--- src/bba_pkg.sv ---
// ----------------------------------------------------------------------------
// bba_pkg
// Shared types and constants for the buddy block allocator.
// ----------------------------------------------------------------------------
package bba_pkg;

  localparam int TREE_LEVELS = 5;
  localparam int SIZE_BITS   = 16;
  localparam int NODE_BITS   = TREE_LEVELS;
  localparam int NODE_COUNT  = 1 << TREE_LEVELS;
  localparam int LVL_BITS    = 3;
  localparam logic [SIZE_BITS-1:0] TOTAL_RESET = SIZE_BITS'(1024);
  localparam int NODE_W      = 2 + SIZE_BITS;

  typedef enum logic [1:0] {
    ST_FREE    = 2'd0,
    ST_DIVIDED = 2'd1,
    ST_ALLOC   = 2'd2
  } node_st_t;

  typedef enum logic [2:0] {
    RES_OK        = 3'd0,
    RES_EXCEEDS   = 3'd1,
    RES_NO_FREE   = 3'd2,
    RES_NOT_FOUND = 3'd3,
    RES_ZERO      = 3'd4
  } res_t;

  typedef enum logic [3:0] {
    S_IDLE, S_CLEAR, S_LEVEL, S_SCAN, S_ANC, S_MARK, S_FSCAN, S_MERGE, S_DONE
  } fsm_t;

  // Datapath commands
  typedef struct packed {
    logic clear_init;
    logic clear_step;
    logic load;        // latch item, start level search
    logic level_step;
    logic scan_init;   // start alloc scan at level
    logic scan_rd;     // candidate is free: start ancestor walk at its parent
    logic anc_step;    // step ancestor walk
    logic scan_next;
    logic take;        // allocate candidate, start marking
    logic mark_step;
    logic fscan_init;
    logic fscan_next;
    logic free_take;
    logic merge_step;
    logic set_res;
    res_t res;
  } cmd_t;

  typedef struct packed {
    logic clear_done;
    logic zero_req;
    logic is_free;
    logic exceeds;
    logic level_done;
    logic rd_valid;    // read data from last access is ready
    logic cand_free;
    logic anc_done;
    logic anc_ok;
    logic scan_last;
    logic mark_done;
    logic fmatch;
    logic fscan_last;
    logic merge_done;
  } sts_t;

endpackage

--- src/bba_ram.sv ---
// ----------------------------------------------------------------------------
// bba_ram
// Generic single-port RAM, registered read.
// ----------------------------------------------------------------------------
module bba_ram #(
  parameter int WIDTH = 8,
  parameter int DEPTH = 32
) (
  input  logic                     clk,
  input  logic                     we,
  input  logic [$clog2(DEPTH)-1:0] addr,
  input  logic [WIDTH-1:0]         wdata,
  output logic [WIDTH-1:0]         rdata
);
  logic [WIDTH-1:0] mem [DEPTH];

  always_ff @(posedge clk) begin
    if (we) begin
      mem[addr] <= wdata;
    end
    rdata <= mem[addr];
  end
endmodule

--- src/bba_datapath.sv ---
// ----------------------------------------------------------------------------
// bba_datapath
// Node store, address and size registers, result registers.
// ----------------------------------------------------------------------------
module bba_datapath
  import bba_pkg::*;
(
  input  logic                 clk,
  input  logic                 rst_n,
  input  cmd_t                 cmd,
  output sts_t                 sts,
  input  logic                 cfg_wr_en,
  input  logic [SIZE_BITS-1:0] cfg_wr_data,
  input  logic                 in_kind,
  input  logic [SIZE_BITS-1:0] in_request_size,
  output logic [2:0]           res_status,
  output logic [NODE_BITS-1:0] res_node,
  output logic [LVL_BITS-1:0]  res_level
);

  logic [SIZE_BITS-1:0] total_r;
  logic [LVL_BITS-1:0]  deep_r;
  logic [SIZE_BITS-1:0] req_r;
  logic [SIZE_BITS-1:0] sz_r;
  logic [LVL_BITS-1:0]  lvl_r;
  logic [NODE_BITS-1:0] cand_r;   // candidate / found node
  logic [NODE_BITS-1:0] ptr_r;    // walk pointer
  logic [NODE_BITS:0]   fend_r;   // free scan limit
  logic                 rdq_r;    // address of a new read is on the port
  logic                 rdv_r;
  logic [2:0]           st_r;
  logic [NODE_BITS-1:0] nd_r;
  logic [LVL_BITS-1:0]  lv_r;

  logic                 we;
  logic [NODE_BITS-1:0] addr;
  logic [NODE_W-1:0]    wdata, rdata;
  node_st_t             rst_st;
  logic [SIZE_BITS-1:0] rsize;
  logic                 rd_issue;

  assign rst_st = node_st_t'(rdata[NODE_W-1 -: 2]);
  assign rsize  = rdata[SIZE_BITS-1:0];

  bba_ram #(.WIDTH(NODE_W), .DEPTH(NODE_COUNT)) u_store (
    .clk(clk), .we(we), .addr(addr), .wdata(wdata), .rdata(rdata)
  );

  // Memory port control
  always_comb begin
    we    = 1'b0;
    addr  = ptr_r;
    wdata = {ST_FREE, {SIZE_BITS{1'b0}}};
    if (cmd.clear_step) begin
      we = 1'b1;
    end else if (cmd.take) begin
      we = 1'b1; addr = cand_r; wdata = {ST_ALLOC, req_r};
    end else if (cmd.mark_step) begin
      we = (rst_st == ST_FREE); wdata = {ST_DIVIDED, {SIZE_BITS{1'b0}}};
    end else if (cmd.free_take) begin
      we = 1'b1;
    end else if (cmd.merge_step) begin
      we = 1'b1; addr = ptr_r >> 1;
    end
  end

  // Every scan, walk or merge pointer move starts a read (clearing does not); rd_valid follows via rdq_r and rdv_r
  assign rd_issue = cmd.scan_init | cmd.scan_rd | cmd.anc_step | cmd.scan_next
                  | cmd.take | cmd.mark_step | cmd.fscan_init | cmd.fscan_next
                  | cmd.free_take | cmd.merge_step;

  // level_of for found node
  function automatic logic [LVL_BITS-1:0] lvl_of(logic [NODE_BITS-1:0] n);
    logic [LVL_BITS-1:0] l;
    l = '0;
    for (int b = 1; b < NODE_BITS; b++) begin
      if (n[b]) l = LVL_BITS'(b);
    end
    return l;
  endfunction

  logic [NODE_BITS-1:0] lvl_first;
  logic [NODE_BITS-1:0] lvl_last;
  assign lvl_first = NODE_BITS'(1) << lvl_r;
  assign lvl_last  = NODE_BITS'((NODE_BITS'(1) << lvl_r) - 1) | lvl_first;

  always_comb begin
    sts            = '0;
    sts.clear_done = (ptr_r == NODE_BITS'(NODE_COUNT - 1));
    sts.zero_req   = (in_request_size == '0);
    sts.is_free    = in_kind;
    sts.exceeds    = (req_r > total_r);
    sts.level_done = ((req_r <= sz_r) && (req_r > (sz_r >> 1)))
                     || (lvl_r == LVL_BITS'(TREE_LEVELS - 1));
    sts.rd_valid   = rdv_r;
    sts.cand_free  = (rst_st == ST_FREE);
    sts.anc_done   = (ptr_r <= NODE_BITS'(1)) || (rst_st != ST_FREE);
    sts.anc_ok     = (ptr_r <= NODE_BITS'(1) && rst_st == ST_FREE)
                     || (rst_st == ST_DIVIDED);
    sts.scan_last  = (cand_r == lvl_last);
    sts.mark_done  = (ptr_r <= NODE_BITS'(1)) || (rst_st != ST_FREE);
    sts.fmatch     = (rst_st == ST_ALLOC) && (rsize == req_r);
    sts.fscan_last = ({1'b0, ptr_r} + 1'b1 >= fend_r);
    sts.merge_done = (ptr_r <= NODE_BITS'(1)) || (rst_st != ST_FREE);
  end

  always_ff @(posedge clk) begin
    if (!rst_n) begin
      total_r <= TOTAL_RESET;
      deep_r  <= '0;
      rdq_r   <= 1'b0;
      rdv_r   <= 1'b0;
      ptr_r   <= '0;
    end else begin
      if (cfg_wr_en) total_r <= cfg_wr_data;
      rdq_r <= rd_issue;
      rdv_r <= rdq_r;
      if (cmd.clear_init) ptr_r <= '0;
      if (cmd.clear_step) ptr_r <= ptr_r + 1'b1;
      if (cmd.load) begin
        req_r  <= in_request_size;
        sz_r   <= total_r;
        lvl_r  <= '0;
      end
      if (cmd.level_step) begin
        sz_r  <= sz_r >> 1;
        lvl_r <= lvl_r + 1'b1;
      end
      if (cmd.scan_init) begin
        cand_r <= lvl_first; ptr_r <= lvl_first;
      end
      if (cmd.scan_rd || cmd.anc_step) begin
        ptr_r <= ptr_r >> 1;
      end
      if (cmd.scan_next) begin
        cand_r <= cand_r + 1'b1; ptr_r <= cand_r + 1'b1;
      end
      if (cmd.take) begin
        ptr_r <= cand_r >> 1;
        if (lvl_r > deep_r) deep_r <= lvl_r;
      end
      if (cmd.mark_step) begin
        ptr_r <= ptr_r >> 1;
      end
      if (cmd.fscan_init) begin
        ptr_r  <= NODE_BITS'(1);
        fend_r <= ((NODE_BITS+1)'(1) << (deep_r + 1'b1));
      end
      if (cmd.fscan_next) begin
        ptr_r <= ptr_r + 1'b1;
      end
      if (cmd.free_take) begin
        cand_r <= ptr_r; ptr_r <= ptr_r ^ NODE_BITS'(1);
      end
      if (cmd.merge_step) begin
        ptr_r <= (ptr_r >> 1) ^ NODE_BITS'(1);
      end
      if (cmd.set_res) begin
        st_r <= cmd.res;
        nd_r <= (cmd.res == RES_OK) ? cand_r : '0;
        lv_r <= (cmd.res == RES_OK) ? lvl_of(cand_r) : '0;
      end
    end
  end

  assign res_status = st_r;
  assign res_node   = nd_r;
  assign res_level  = lv_r;
endmodule

--- src/bba_ctrl.sv ---
// ----------------------------------------------------------------------------
// bba_ctrl
// Sequencer for allocate and free operations.
// ----------------------------------------------------------------------------
module bba_ctrl
  import bba_pkg::*;
(
  input  logic clk,
  input  logic rst_n,
  input  logic in_valid,
  output logic in_stall,
  output logic out_valid,
  input  logic out_stall,
  input  sts_t sts,
  output cmd_t cmd
);
  fsm_t state_r, state_nxt;
  logic ov_r, ov_nxt;

  always_ff @(posedge clk) begin
    if (!rst_n) begin
      state_r <= S_CLEAR;
      ov_r    <= 1'b0;
    end else begin
      state_r <= state_nxt;
      ov_r    <= ov_nxt;
    end
  end

  assign out_valid = ov_r;
  assign in_stall  = (state_r != S_IDLE) || ov_r;

  always_comb begin
    cmd       = '0;
    cmd.res   = RES_OK;
    state_nxt = state_r;
    ov_nxt    = ov_r && out_stall;
    unique case (state_r)
      S_CLEAR: begin
        cmd.clear_step = 1'b1;
        if (sts.clear_done) state_nxt = S_IDLE;
      end
      S_IDLE: begin
        if (in_valid && !ov_r) begin
          cmd.load = 1'b1;
          if (sts.zero_req) begin
            cmd.set_res = 1'b1; cmd.res = RES_ZERO; state_nxt = S_DONE;
          end else if (sts.is_free) begin
            cmd.fscan_init = 1'b1; state_nxt = S_FSCAN;
          end else begin
            state_nxt = S_LEVEL;
          end
        end
      end
      S_LEVEL: begin
        if (sts.exceeds) begin
          cmd.set_res = 1'b1; cmd.res = RES_EXCEEDS; state_nxt = S_DONE;
        end else if (sts.level_done) begin
          cmd.scan_init = 1'b1; state_nxt = S_SCAN;
        end else begin
          cmd.level_step = 1'b1;
        end
      end
      S_SCAN: begin
        if (sts.rd_valid) begin
          if (sts.cand_free) begin
            cmd.scan_rd = 1'b1; state_nxt = S_ANC;
          end else if (sts.scan_last) begin
            cmd.set_res = 1'b1; cmd.res = RES_NO_FREE; state_nxt = S_DONE;
          end else begin
            cmd.scan_next = 1'b1;
          end
        end
      end
      S_ANC: begin
        // pointer already moved to parent; data is of the node read last
        if (sts.rd_valid) begin
          if (sts.anc_done) begin
            if (sts.anc_ok) begin
              cmd.take = 1'b1; state_nxt = S_MARK;
            end else if (sts.scan_last) begin
              cmd.set_res = 1'b1; cmd.res = RES_NO_FREE; state_nxt = S_DONE;
            end else begin
              cmd.scan_next = 1'b1; state_nxt = S_SCAN;
            end
          end else begin
            cmd.anc_step = 1'b1;
          end
        end
      end
      S_MARK: begin
        if (sts.rd_valid) begin
          cmd.mark_step = 1'b1;
          if (sts.mark_done) begin
            cmd.set_res = 1'b1; state_nxt = S_DONE;
          end
        end
      end
      S_FSCAN: begin
        if (sts.rd_valid) begin
          if (sts.fmatch) begin
            cmd.free_take = 1'b1; state_nxt = S_MERGE;
          end else if (sts.fscan_last) begin
            cmd.set_res = 1'b1; cmd.res = RES_NOT_FOUND; state_nxt = S_DONE;
          end else begin
            cmd.fscan_next = 1'b1;
          end
        end
      end
      S_MERGE: begin
        if (sts.rd_valid) begin
          if (sts.merge_done) begin
            cmd.set_res = 1'b1; state_nxt = S_DONE;
          end else begin
            cmd.merge_step = 1'b1;
          end
        end
      end
      S_DONE: begin
        ov_nxt = 1'b1; state_nxt = S_IDLE;
      end
      default: state_nxt = S_IDLE;
    endcase
  end
endmodule

--- src/buddy_block_allocator.sv ---
// A zero request, or an allocate above total_size, is answered without reading the
//   node store; an allocate runs a level search, a scan of a level with an ancestor
//   walk per free candidate, and parent marking; a free scans and then merges buddies.
// Throughput: one request at a time; each node store read is registered.
// Reset: synchronous active low; then all 32 nodes are cleared, no requests taken.
// ----------------------------------------------------------------------------
// buddy_block_allocator
// Buddy allocator over a five-level binary tree of block nodes.
// ----------------------------------------------------------------------------
module buddy_block_allocator
  import bba_pkg::*;
(
  input  logic                 clk,
  input  logic                 rst_n,
  input  logic                 cfg_wr_en,
  input  logic [SIZE_BITS-1:0] cfg_wr_data,
  input  logic                 in_valid,
  output logic                 in_stall,
  input  logic                 in_kind,
  input  logic [SIZE_BITS-1:0] in_request_size,
  output logic                 out_valid,
  input  logic                 out_stall,
  output logic [2:0]           out_status,
  output logic [NODE_BITS-1:0] out_node_index,
  output logic [LVL_BITS-1:0]  out_block_level
);
  cmd_t cmd;
  sts_t sts;

  // Sequencer: owns handshakes and the walk order
  bba_ctrl u_ctrl (
    .clk, .rst_n, .in_valid, .in_stall, .out_valid, .out_stall,
    .sts(sts), .cmd(cmd)
  );

  // Datapath: node store, scan pointers, result register
  bba_datapath u_dp (
    .clk, .rst_n, .cmd(cmd), .sts(sts), .cfg_wr_en, .cfg_wr_data,
    .in_kind, .in_request_size,
    .res_status(out_status), .res_node(out_node_index), .res_level(out_block_level)
  );
endmodule

--- config.mk ---
export PLATFORM = sky130hd
export DESIGN_NAME = buddy_block_allocator
export DESIGN_NICKNAME = d
export VERILOG_FILES = /design/src/bba_pkg.sv /design/src/bba_ram.sv /design/src/bba_datapath.sv /design/src/bba_ctrl.sv /design/src/buddy_block_allocator.sv
export SDC_FILE = /design/constraint.sdc
export NUM_CORES = 1
export LEC_CHECK = 0
export ABC_AREA = 1
export BUFFER_PORTS_ARGS = -buffer_cell sky130_fd_sc_hd__buf_2
export CAP_MARGIN = 20
export CELL_PAD_IN_SITES_DETAIL_PLACEMENT = 0
export CELL_PAD_IN_SITES_GLOBAL_PLACEMENT = 2
export CORE_ASPECT_RATIO = 0.9
export CORE_MARGIN = 5
export CORE_UTILIZATION = 45
export CTS_BUF_LIST = sky130_fd_sc_hd__clkbuf_8
export DETAILED_ROUTE_END_ITERATION = 8
export HOLD_SLACK_MARGIN = 0.05
export PLACE_DENSITY_LB_ADDON = 0.1
export SETUP_SLACK_MARGIN = 0.15
export SYNTH_ARGS = -nofsm -noshare
export SYNTH_HDL_FRONTEND = slang
export SYNTH_SLANG_ARGS = --single-unit
--- constraint.sdc ---
create_clock -name clk -period 3.85 [get_ports clk]
set_input_delay 0.385 -clock clk [delete_from_list [all_inputs] [get_ports clk]]
set_output_delay 0.385 -clock clk [all_outputs]
set_load 0.01 [all_outputs]
# --- After elaboration in Yosys (flattened, before gate mapping) ---
# Memory sizes are Yosys's and may differ from the RTL's. A register that Yosys moved wholly into a read port is not among the register bits.
# Cells that the tools add are included.
word_totals:
  wordCells: 216
  memories: 1
  ramBits: 576
  romBits: 0
  in_bits: 38
  out_inout_bits: 13
  register_bits: 88
  latchBits: 0
mem_list:
  columns: ["name", "depth", "word_bits", "rd", "rd_clocked_by_memory_dff", "write_ports", "line", "source"]
  rows:
  - ["u_dp.u_store.mem", 32, 18, 1, 1, 1, "bba_ram.sv:15", "logic [WIDTH-1:0] mem [DEPTH];"]
op_classes:
  n_addsub: 6
  muxes: 106
  n_mul: 0
  shift: 3
  reduce_logical: 34
  div: 0
  n_eq_ne: 26
  bitwise_logic: 15
  magnitude_cmp: 6
ops:
  columns: ["op", "n"]
  rows:
  - ["$mux 4", 31]
  - ["$mux 5", 16]
  - ["$mux 1", 37]
  - ["$mux 18", 2]
  - ["$pmux 4 s7", 1]
  - ["$mux 17", 1]
  - ["$eq 16x16->1", 1]
  - ["$eq 4x3->1 const B", 4]
  - ["$gt 16x15->1", 1]
  - ["$gt 16x16->1", 1]
  - ["$le 16x16->1", 1]
  - ["$logic_not 16->1", 1]
  - ["$mux 16", 1]
  - ["$mux 2", 8]
  - ["$reduce_and 2->1", 8]
  - ["$mux 15", 1]
  - ["$mux 3", 5]
  - ["$pmux 3 s5", 1]
  - ["$ne 2x1->1 const B", 6]
  - ["$reduce_and 11->1", 1]
  - ["$add 5x1->5 const B", 2]
  - ["$reduce_bool 10->1", 1]
  - ["$shl 1x3->5 const A", 2]
  - ["$ne 3x3->1 const B", 3]
  - ["other kinds (33)", 60]

# --- Longest topological paths before layout ---
# Gate-level depths: netlist of the first run.
logic_depth:
  depth_word: 18
  depth_mapped: 26
  mapped_depth_nobuf: 26

# --- Cells and area by module ---
# A second synthesis of the first run with hierarchy kept.
unflattened:
  cells_unflattened: 3147
  hier_area_um2: 30618.1
by_module_without_submodules:
  columns: ["mod", "area_per_inst_um2", "seq_area_each_um2", "cells_per_inst", "n_inst"]
  rows:
  - ["bba_ram", 24379.6, 17656.9, 2324, 1]
  - ["bba_datapath", 5620.4, 2202.1, 703, 1]
  - ["bba_ctrl", 618.1, 100.1, 120, 1]

# --- Least setup slack after synthesis of the first run ---
# Ideal clock, no wire load.
synth_timing:
  kind: "reg2reg"
  start: "register u_dp.ptr_r[1]"
  end: "memory u_dp.u_store.mem[13][0] (netlist name), enable pin"
  stages_incl_launch_ff: 18
  n_path_buf: 3
  setup_ns: 0.393
  required_time_ns: 3.457
  arrival_ns: 3.134
  path_slack_ns: 0.323
  period_less_slack_ns: 3.527
  path_cell_list: "dfxtp_1 inv_1 ha_1 o21bai_1 nand2_1 nand2_2 nor2_4 nand2_2 buf_6 a21oi_2 nand2_2 o21ai_4 nand2_1 inv_2 buf_2 buf_2 nand2_1 nor2_1"
synth_between:
  elab_chain_cells: 12
  elab_cells_between_ends: 23
  classes_between: "1 x order compare; 19 x mux; 3 x reduce/logical"
synth_rtl:
  columns: ["element", "line", "source"]
  rows:
  - ["from (decl)", "bba_datapath.sv:27", "logic [NODE_BITS-1:0] ptr_r;"]
  - ["from (signal assigned)", "bba_datapath.sv:119", "if (cmd.clear_step) ptr_r <= ptr_r + 1'b1;"]
  - ["from (signal assigned)", "bba_datapath.sv:130", "cand_r <= lvl_first; ptr_r <= lvl_first;"]
  - ["from (signal assigned)", "bba_datapath.sv:133", "ptr_r <= ptr_r >> 1;"]
  - ["$le 5x1->1", "bba_datapath.sv:97, bba_datapath.sv:98, bba_datapath.sv:104", null]
  - ["$logic_or 1x1->1", "bba_datapath.sv:97, bba_datapath.sv:104", null]
  - ["$mux 1", "bba_ctrl.sv:112", "if (sts.merge_done) begin"]
  - ["$mux 2", "bba_ctrl.sv:111", "if (sts.rd_valid) begin"]
  - ["$mux 1", "bba_ctrl.sv:38", "unique case (state_r)"]
  - ["$mux 1", "bba_datapath.sv:62", "end else if (cmd.merge_step) begin"]
  - ["$mux 1", "bba_datapath.sv:60", "end else if (cmd.free_take) begin"]
  - ["$mux 1", "bba_datapath.sv:58", "end else if (cmd.mark_step) begin"]
  - ["$mux 1", "bba_datapath.sv:56", "end else if (cmd.take) begin"]
  - ["$mux 1", "bba_datapath.sv:54", "if (cmd.clear_step) begin"]
  - ["$mux 1", "bba_ram.sv:18", "if (we) begin"]
  - ["$mux 1 (not written as such)", "bba_ram.sv:19", "mem[addr] <= wdata;"]
  - ["to (decl)", "bba_ram.sv:15", null]
# Parallel ways exist; a longest one is shown, timed or not.

# --- Worst setup path after layout of the first run ---
layout_timing:
  start: "register u_dp.ptr_r[1]"
  end: "register u_dp.u_store.rdata[12] (read register of u_dp.u_store.mem)"
layout_between:
  elab_chain_cells: 10
  elab_cells_between_ends: 16
  classes_between: "1 x order compare; 12 x mux; 3 x reduce/logical"
layout_rtl:
  columns: ["element", "line", "source"]
  rows:
  - ["$le 5x1->1", "bba_datapath.sv:97, bba_datapath.sv:98, bba_datapath.sv:104", null]
  - ["$logic_or 1x1->1", "bba_datapath.sv:97, bba_datapath.sv:104", null]
  - ["$mux 1", "bba_ctrl.sv:112", null]
  - ["$mux 2", "bba_ctrl.sv:111", null]
  - ["$mux 1", "bba_ctrl.sv:38", null]
  - ["$mux 5", "bba_datapath.sv:62", null]
  - ["$mux 5", "bba_datapath.sv:60", null]
  - ["$mux 5", "bba_datapath.sv:58", null]
  - ["$mux 5", "bba_datapath.sv:56", null]
  - ["$mux 5 (*)", "bba_datapath.sv:54", null]
  - ["to (decl)", "bba_ram.sv:13", "output logic [WIDTH-1:0] rdata"]
# Mark *: on every way between the ends. The rest lies on a longest branch, timed or not.
# A chain may end at the register's enable or synchronous reset.

==> results.json, run 1 <==
{
  "outcome": "finished clean",
  "first_pass_iters": 5,
  "netlist_area_sq_mm": 0.02800,
  "switching_share_pct": 31.05,
  "synth_top_area_share_pct": 67.77,
  "critical-path-slowest-cell": "dfxtp_2",
  "ys_types": 42,
  "critPathMaxFanout": 61,
  "p_per_area_mw_per_mm2": 590.6,
  "max_stage_delay_ns": 0.42,
  "die_w_microns": 273.0,
  "area_delta_synth_final_pct": 17.55,
  "path_cells": "inv_1, ha_1, o21bai_1, nand2_1, nand2_2, nor2_4, nand2_4, o21ai_0, nand2_1, o21ai_4, inv_2, nand2_1, bufinv_16, buf_16, a22oi_1, a21oi_1, or2_1, nor2_1, nand2_1",
  "setup_viol": 0,
  "cp_num_buf_inv": 4,
  "rsz0062_at_grt": "false",
  "hold_violations": 0,
  "start_util_pct": 45.58,
  "ir_drop_uv": 335.6,
  "p_int_mw": 13.40,
  "hold_class": "input pin to register",
  "synth_area_leaders": "edfxtp_1, a22oi_1, a21oi_1",
  "clk_path_buf_depth": 3,
  "crit_type": "register to register",
  "clock-sinks": 681,
  "place_ws_ns": 0.1465,
  "seqPwrFrac_pct": 45.5,
  "routed_wl_microns": 78090,
  "gp_congestion": 0.8625,
  "total_power_mw": 19.44,
  "hold_ws_ns": 0.2195,
  "drt_iter0_drc": 1529,
  "hold_path_depth": 5,
  "r2r_end": "u_dp.u_store.rdata[12]",
  "numCtsBuffers": 109,
  "clk_pin_slew_ns": 0.06,
  "fp.coreArea_sq_mm": 0.06144,
  "p_sw_mw": 6.037,
  "grt_max_degree": 78,
  "post-route-period-util_pct": 90.15,
  "final_area_sq_mm": 0.03292,
  "worst-r2r-cell-count": 19,
  "critPathRequiredTime_ns": 4.44,
  "critical_path_arrival_ns": 4.06,
  "placed_area_sq_mm": 0.03037,
  "ys_warn_count": 0,
  "overflow": 0,
  "synth-async-reset-ratio_pct": 0,
  "yosysTopAreaCell": "edfxtp_1",
  "synth_edf_count": 632,
  "grt_pass1_wl_microns": 115500,
  "min_to": "u_ctrl.state_r[2]",
  "cp-end-kind": "register",
  "relSlewSlack_pct": 43.93,
  "period_needed_ns": 3.471,
  "final_cell_count_no_fill": 3278,
  "fin_ws_ns": 0.3793,
  "clock_power_share_pct": 30.8,
  "layout_common_cells": "edfxtp_1, a22oi_1, a21oi_1",
  "critical-path-top-delay-family": "simple AND/OR/NAND/NOR gates",
  "final_common_cell": "edfxtp_1",
  "fin_setup_tns_ns": 0,
  "fmax_mhz": 288.1,
  "nets": 2459,
  "crit_top_cell": "nand2_1",
  "dr_total_vias": 18258,
  "syn_area_per_cell_sq_um": 13.18,
  "cts_tree": "done",
  "cp.depth": 19,
  "max-cap-violations": 0,
  "synthCells": 2124,
  "num_rows": 86,
  "grtUsageTotal_pct": 23.00,
  "num_io_pins": 51,
  "critPathLaunchType": "register",
  "drive_gt1_share_pct": 16.97,
  "clk_latency_ns": 0.73,
  "syn_nets": 2229,
  "r2r_start": "u_dp.ptr_r[1]",
  "dieHeight_microns": 246.7,
  "yosysSeqAreaShare_pct": 71.27,
  "ys_ff_latch": 681,
  "ys.flop_type": "edfxtp_1",
  "placedCellCount": 3040,
  "leakage_nw": 11.34,
  "pwr-share-comb_pct": 23.7,
  "avgViaCountPerCell": 5.570,
  "ant_nets": 0,
  "hpwl_microns": 50200,
  "wire_per_inst_microns": 23.82,
  "slew_viol_final": 0,
  "finClkSkew_ns": 0.04131,
  "fin_util_pct": 53.58,
  "tightestPinTransition_ns": 0.8390,
  "grt_pass1_vias": 17980,
  "drt_drc_violations_left": 0,
  "ff2ff_setup_slack_ns": 0.38,
  "antenna_found_initial": 3,
  "cts_max_level": 3,
  "cts-root-buf": "clkbuf_8",
  "hp-start": "in_kind",
  "port-buffer-count": 50,
  "dieArea_sq_mm": 0.06732
}
how the worst max path moves through the flow:
stage / from / to / slack [ns]
3_5_place_dp: u_dp.ptr_r[1] / u_dp.u_store.rdata[2] / 0.15
4_1_cts: u_dp.ptr_r[1] / u_dp.u_store.rdata[2] / 0.20
3_3_place_gp: u_dp.ptr_r[1] / u_dp.u_store.rdata[2] / 0.19
5_1_grt: u_dp.ptr_r[1] / u_dp.u_store.rdata[2] / 0.18
2_1_floorplan: u_dp.ptr_r[1] / u_dp.u_store.mem[13][0] / 0.32
6_report: u_dp.ptr_r[1] / u_dp.u_store.rdata[12] / 0.38
worst min-delay path, stage by stage:
cell and delay, ns:
buf_2 0.11, nand3_1 0.10, nand2_1 0.09, o31ai_1 0.08, a21oi_1 0.11
sequential cells by signal, indices dropped and copies added (netlist names), 5 cells and up:
register / count
u_dp.req_r: 16
u_dp.u_store.rdata: 18
u_dp.fend_r: 6
u_dp.sz_r: 16
u_dp.total_r: 16
u_dp.cand_r: 5
u_dp.ptr_r: 5
u_dp.u_store.mem: 576
kinds of logic (layout without fill, tap and decap cells):
logic type	count (synthesis)	after routing	synth area share, %
xor gates and xnor gates	11	11	0.3441
DFF	681	681	71.27
other	0	2	0
and+or+nand+nor	529	529	8.476
buffers and inverters	255	571	3.650
AOI/OAI and AO/OA	581	581	13.26
adders and majority gates	67	67	2.994
synth_stat cells, drive strengths merged, types with 3 or more instances:
library cell / instances
clkbuf: 45
a22oi: 288
a31oi: 3
xnor2: 3
xor2: 8
nand3b: 4
nor2: 184
dfxtp: 49
o21ai: 62
a21oi: 208
o21bai: 4
buf: 46
ha: 67
nand4: 18
or2: 67
o211ai: 4
nor3: 21
nor4: 10
nand2: 194
inv: 163
edfxtp: 632
a211oi: 3
nand3: 31
layer usage:
layer  track usage (%)  part of all wire [%]  vias to the layer above
li1                  -                     -                     8405
met2             35.80                    46                      662
met3             5.734                   7.9                      112
met4             5.340                   1.7                        0
met5                 0                     0                        -
met1             33.05                    45                     9079
final cells by class:
class                           instances  area [sq um]
Multi-Input combinational cell       1188          7177
Antenna cell                            2         5.005
Clock buffer                          117          1610
Clock inverter                         80         499.2
Fill cell                            5163         28520
Inverter                              164         644.4
Timing Repair Buffer                  210          1974
Tap cell                              836          1046
Sequential cell                       681         19960
power by group through the flow:
stage	Sequential (mW)	Clock, mW	Combinational [mW]
2_1_floorplan	8.86	0	2.80
3_3_place_gp	8.98	0	4.51
3_5_place_dp	8.99	0	4.52
4_1_cts	8.83	6.15	4.57
5_1_grt	8.88	6.49	5.03
6_report	8.84	5.99	4.61
repair_timing:
item	in CTS	in global routing
gates resized for setup	1	14
endpoints found under the hold margin	35	0
setup buffers	0	3
endpoints found under the setup margin	4	282
hold buffers	36	0
No activity file was read; power rests on OpenSTA's default activity.
==> run 2: changes to the inputs <==
clock period = 3.4 ns   (was 3.85 ns; I/O delays follow)
==> results.json, run 2 (synthesis results as in run 1) <==
{
  "hold_class": "input pin to register",
  "p_per_area_mw_per_mm2": 676.2,
  "gp_congestion": 0.8064,
  "max-cap-violations": 0,
  "fillers": 5123,
  "wire_per_inst_microns": 23.55,
  "critPathMaxFanout": 6,
  "final_cell_count_no_fill": 3324,
  "top_regs": "u_dp.u_store.mem: 576 flops, u_dp.u_store.rdata: 18 flops",
  "hpwl_microns": 50720,
  "start_util_pct": 45.58,
  "overflow": 0,
  "hold_violations": 0,
  "fmax_mhz": 317.4,
  "antenna_found_initial": 2,
  "cts_max_level": 3,
  "critical-path-slowest-cell": "dfxtp_1",
  "largest_register": "u_dp.u_store.mem",
  "num_rows": 86,
  "setup_viol": 0,
  "hold_ws_ns": 0.1229,
  "grt_pass1_vias": 18119,
  "post-route-period-util_pct": 92.66,
  "period_needed_ns": 3.151,
  "nets": 2502,
  "largest_reg_flops": 576,
  "clk_latency_ns": 0.73,
  "layout_common_cells": "edfxtp_1, a22oi_1, a21oi_1",
  "crit_top_cell": "nand2_1",
  "crit_type": "register to register",
  "grtUsageTotal_pct": 22.87,
  "critical-path-top-delay-family": "simple AND/OR/NAND/NOR gates",
  "grt_max_degree": 42,
  "final_common_cell": "edfxtp_1",
  "fp.coreArea_sq_mm": 0.06144,
  "num_antenna_cells": 0,
  "cts-root-buf": "clkbuf_8",
  "drive_gt1_share_pct": 19.65,
  "routed_wl_microns": 78300,
  "ant_nets": 0,
  "tightestPinTransition_ns": 0.9028,
  "grt_pass1_wl_microns": 115400,
  "area_delta_synth_final_pct": 19.85,
  "cp_num_buf_inv": 4,
  "ff2ff_setup_slack_ns": 0.25,
  "relSlewSlack_pct": 39.75,
  "outcome": "finished clean",
  "avgViaCountPerCell": 5.513,
  "num_io_pins": 51,
  "numCtsBuffers": 109,
  "dr_total_vias": 18325,
  "drt_iter0_drc": 1565,
  "clk_path_buf_depth": 3,
  "dieArea_sq_mm": 0.06732,
  "dieHeight_microns": 246.7,
  "critPathRequiredTime_ns": 4.03,
  "cts_tree": "done",
  "drt_drc_violations_left": 0,
  "placedCellCount": 3079,
  "total_power_mw": 22.70,
  "fin_util_pct": 54.62,
  "clk_pin_slew_ns": 0.06,
  "clock-sinks": 681,
  "port-buffer-count": 50,
  "cp-end-kind": "register",
  "critical_path_arrival_ns": 3.78,
  "leakage_nw": 11.63,
  "critPathLaunchType": "register",
  "ir_drop_uv": 501.2,
  "max_stage_delay_ns": 0.34,
  "path_cells": "buf_4, ha_1, nand2_1, nor2_1, ha_2, ha_1, nand2_1, inv_1, o211ai_1, o2111ai_2, nor2_2, nand3_4, nand2_4, nor2_1, nand4_1, buf_4, o21ai_0, inv_1, nand2_1, a21oi_1",
  "fin_setup_tns_ns": 0,
  "die_w_microns": 273.0,
  "finClkSkew_ns": 0.03475,
  "rsz0062_at_grt": "true",
  "slew_viol_final": 0,
  "first_pass_iters": 5
}
run 2: cell count changes in the layout (fill, tap and decap cells not counted), sizes merged:
cell and delta:
bufinv +2, clkbuf +1, buf +41, dlygate4sd3 +1
clkinv +16, diode -2, inv -13
run 2: final timing paths:
path / startpoint / endpoint / cells after the start
worst min-delay path: rst_n / u_dp.rdv_r / 4
worst max-delay path: u_dp.ptr_r[0] / u_dp.ptr_r[3] / 20
worst min register to register: u_dp.rdq_r / u_dp.rdv_r / 2
worst max register to register: u_dp.ptr_r[0] / u_dp.ptr_r[3] / 20
run 2: layout make-up:
cell class / count / area [sq um] / area share (%)
Clock buffer: 117 / 1610 / 4.798
Clock inverter: 85 / 616.8 / 1.838
Inverter: 164 / 620.6 / 1.849
Multi-Input combinational cell: 1188 / 7267 / 21.65
Sequential cell: 681 / 19960 / 59.47
Tap cell: 836 / 1046 / 3.117
Timing Repair Buffer: 253 / 2441 / 7.274
run 2: what timing repair did:
action | CTS | global route
resized for setup | 3 | 32
hold buffers | 37 | 0
hold endpoints to repair | 34 | 0
endpoints found under the setup margin | 6 | 617
gates cloned | 0 | 1
buffers inserted | 2 | 3
pin swaps | 2 | 4
run 2: power breakdown:
part / internal (mW) / leakage (nW) / total [mW] / switching [mW]
sequential: 9.70 / 5.29 / 9.98 / 0.279
combinational: 2.19 / 5.08 / 5.60 / 3.41
clock: 3.82 / 1.25 / 7.12 / 3.30
run 2: stage by stage:
| stage | setup WS, ns | cell area, sq um |
|---|---|---|
| 6_report | 0.2494 | 33560 |
| 3_5_place_dp | -0.001274 | 30770 |
| 4_1_cts | 0.1644 | 33400 |
| 2_1_floorplan | -0.1268 | 28030 |
| 3_3_place_gp | -0.003231 | 30760 |
| 5_1_grt | -0.01245 | 33560 |
run 2: worst min-delay path, cell delays in order:
cell and delay (ns):
buf_2 0.12, buf_4 0.21, nand2_1 0.08, inv_1 0.03
run 2: metal layers:
layer	vias up	GRT usage [%]	part of all wire [%]
met5	-	0	0.017
met4	2	5.281	1.9
met1	9094	33.26	46
met3	125	4.929	6.2
met2	588	35.76	46
li1	8516	-	-
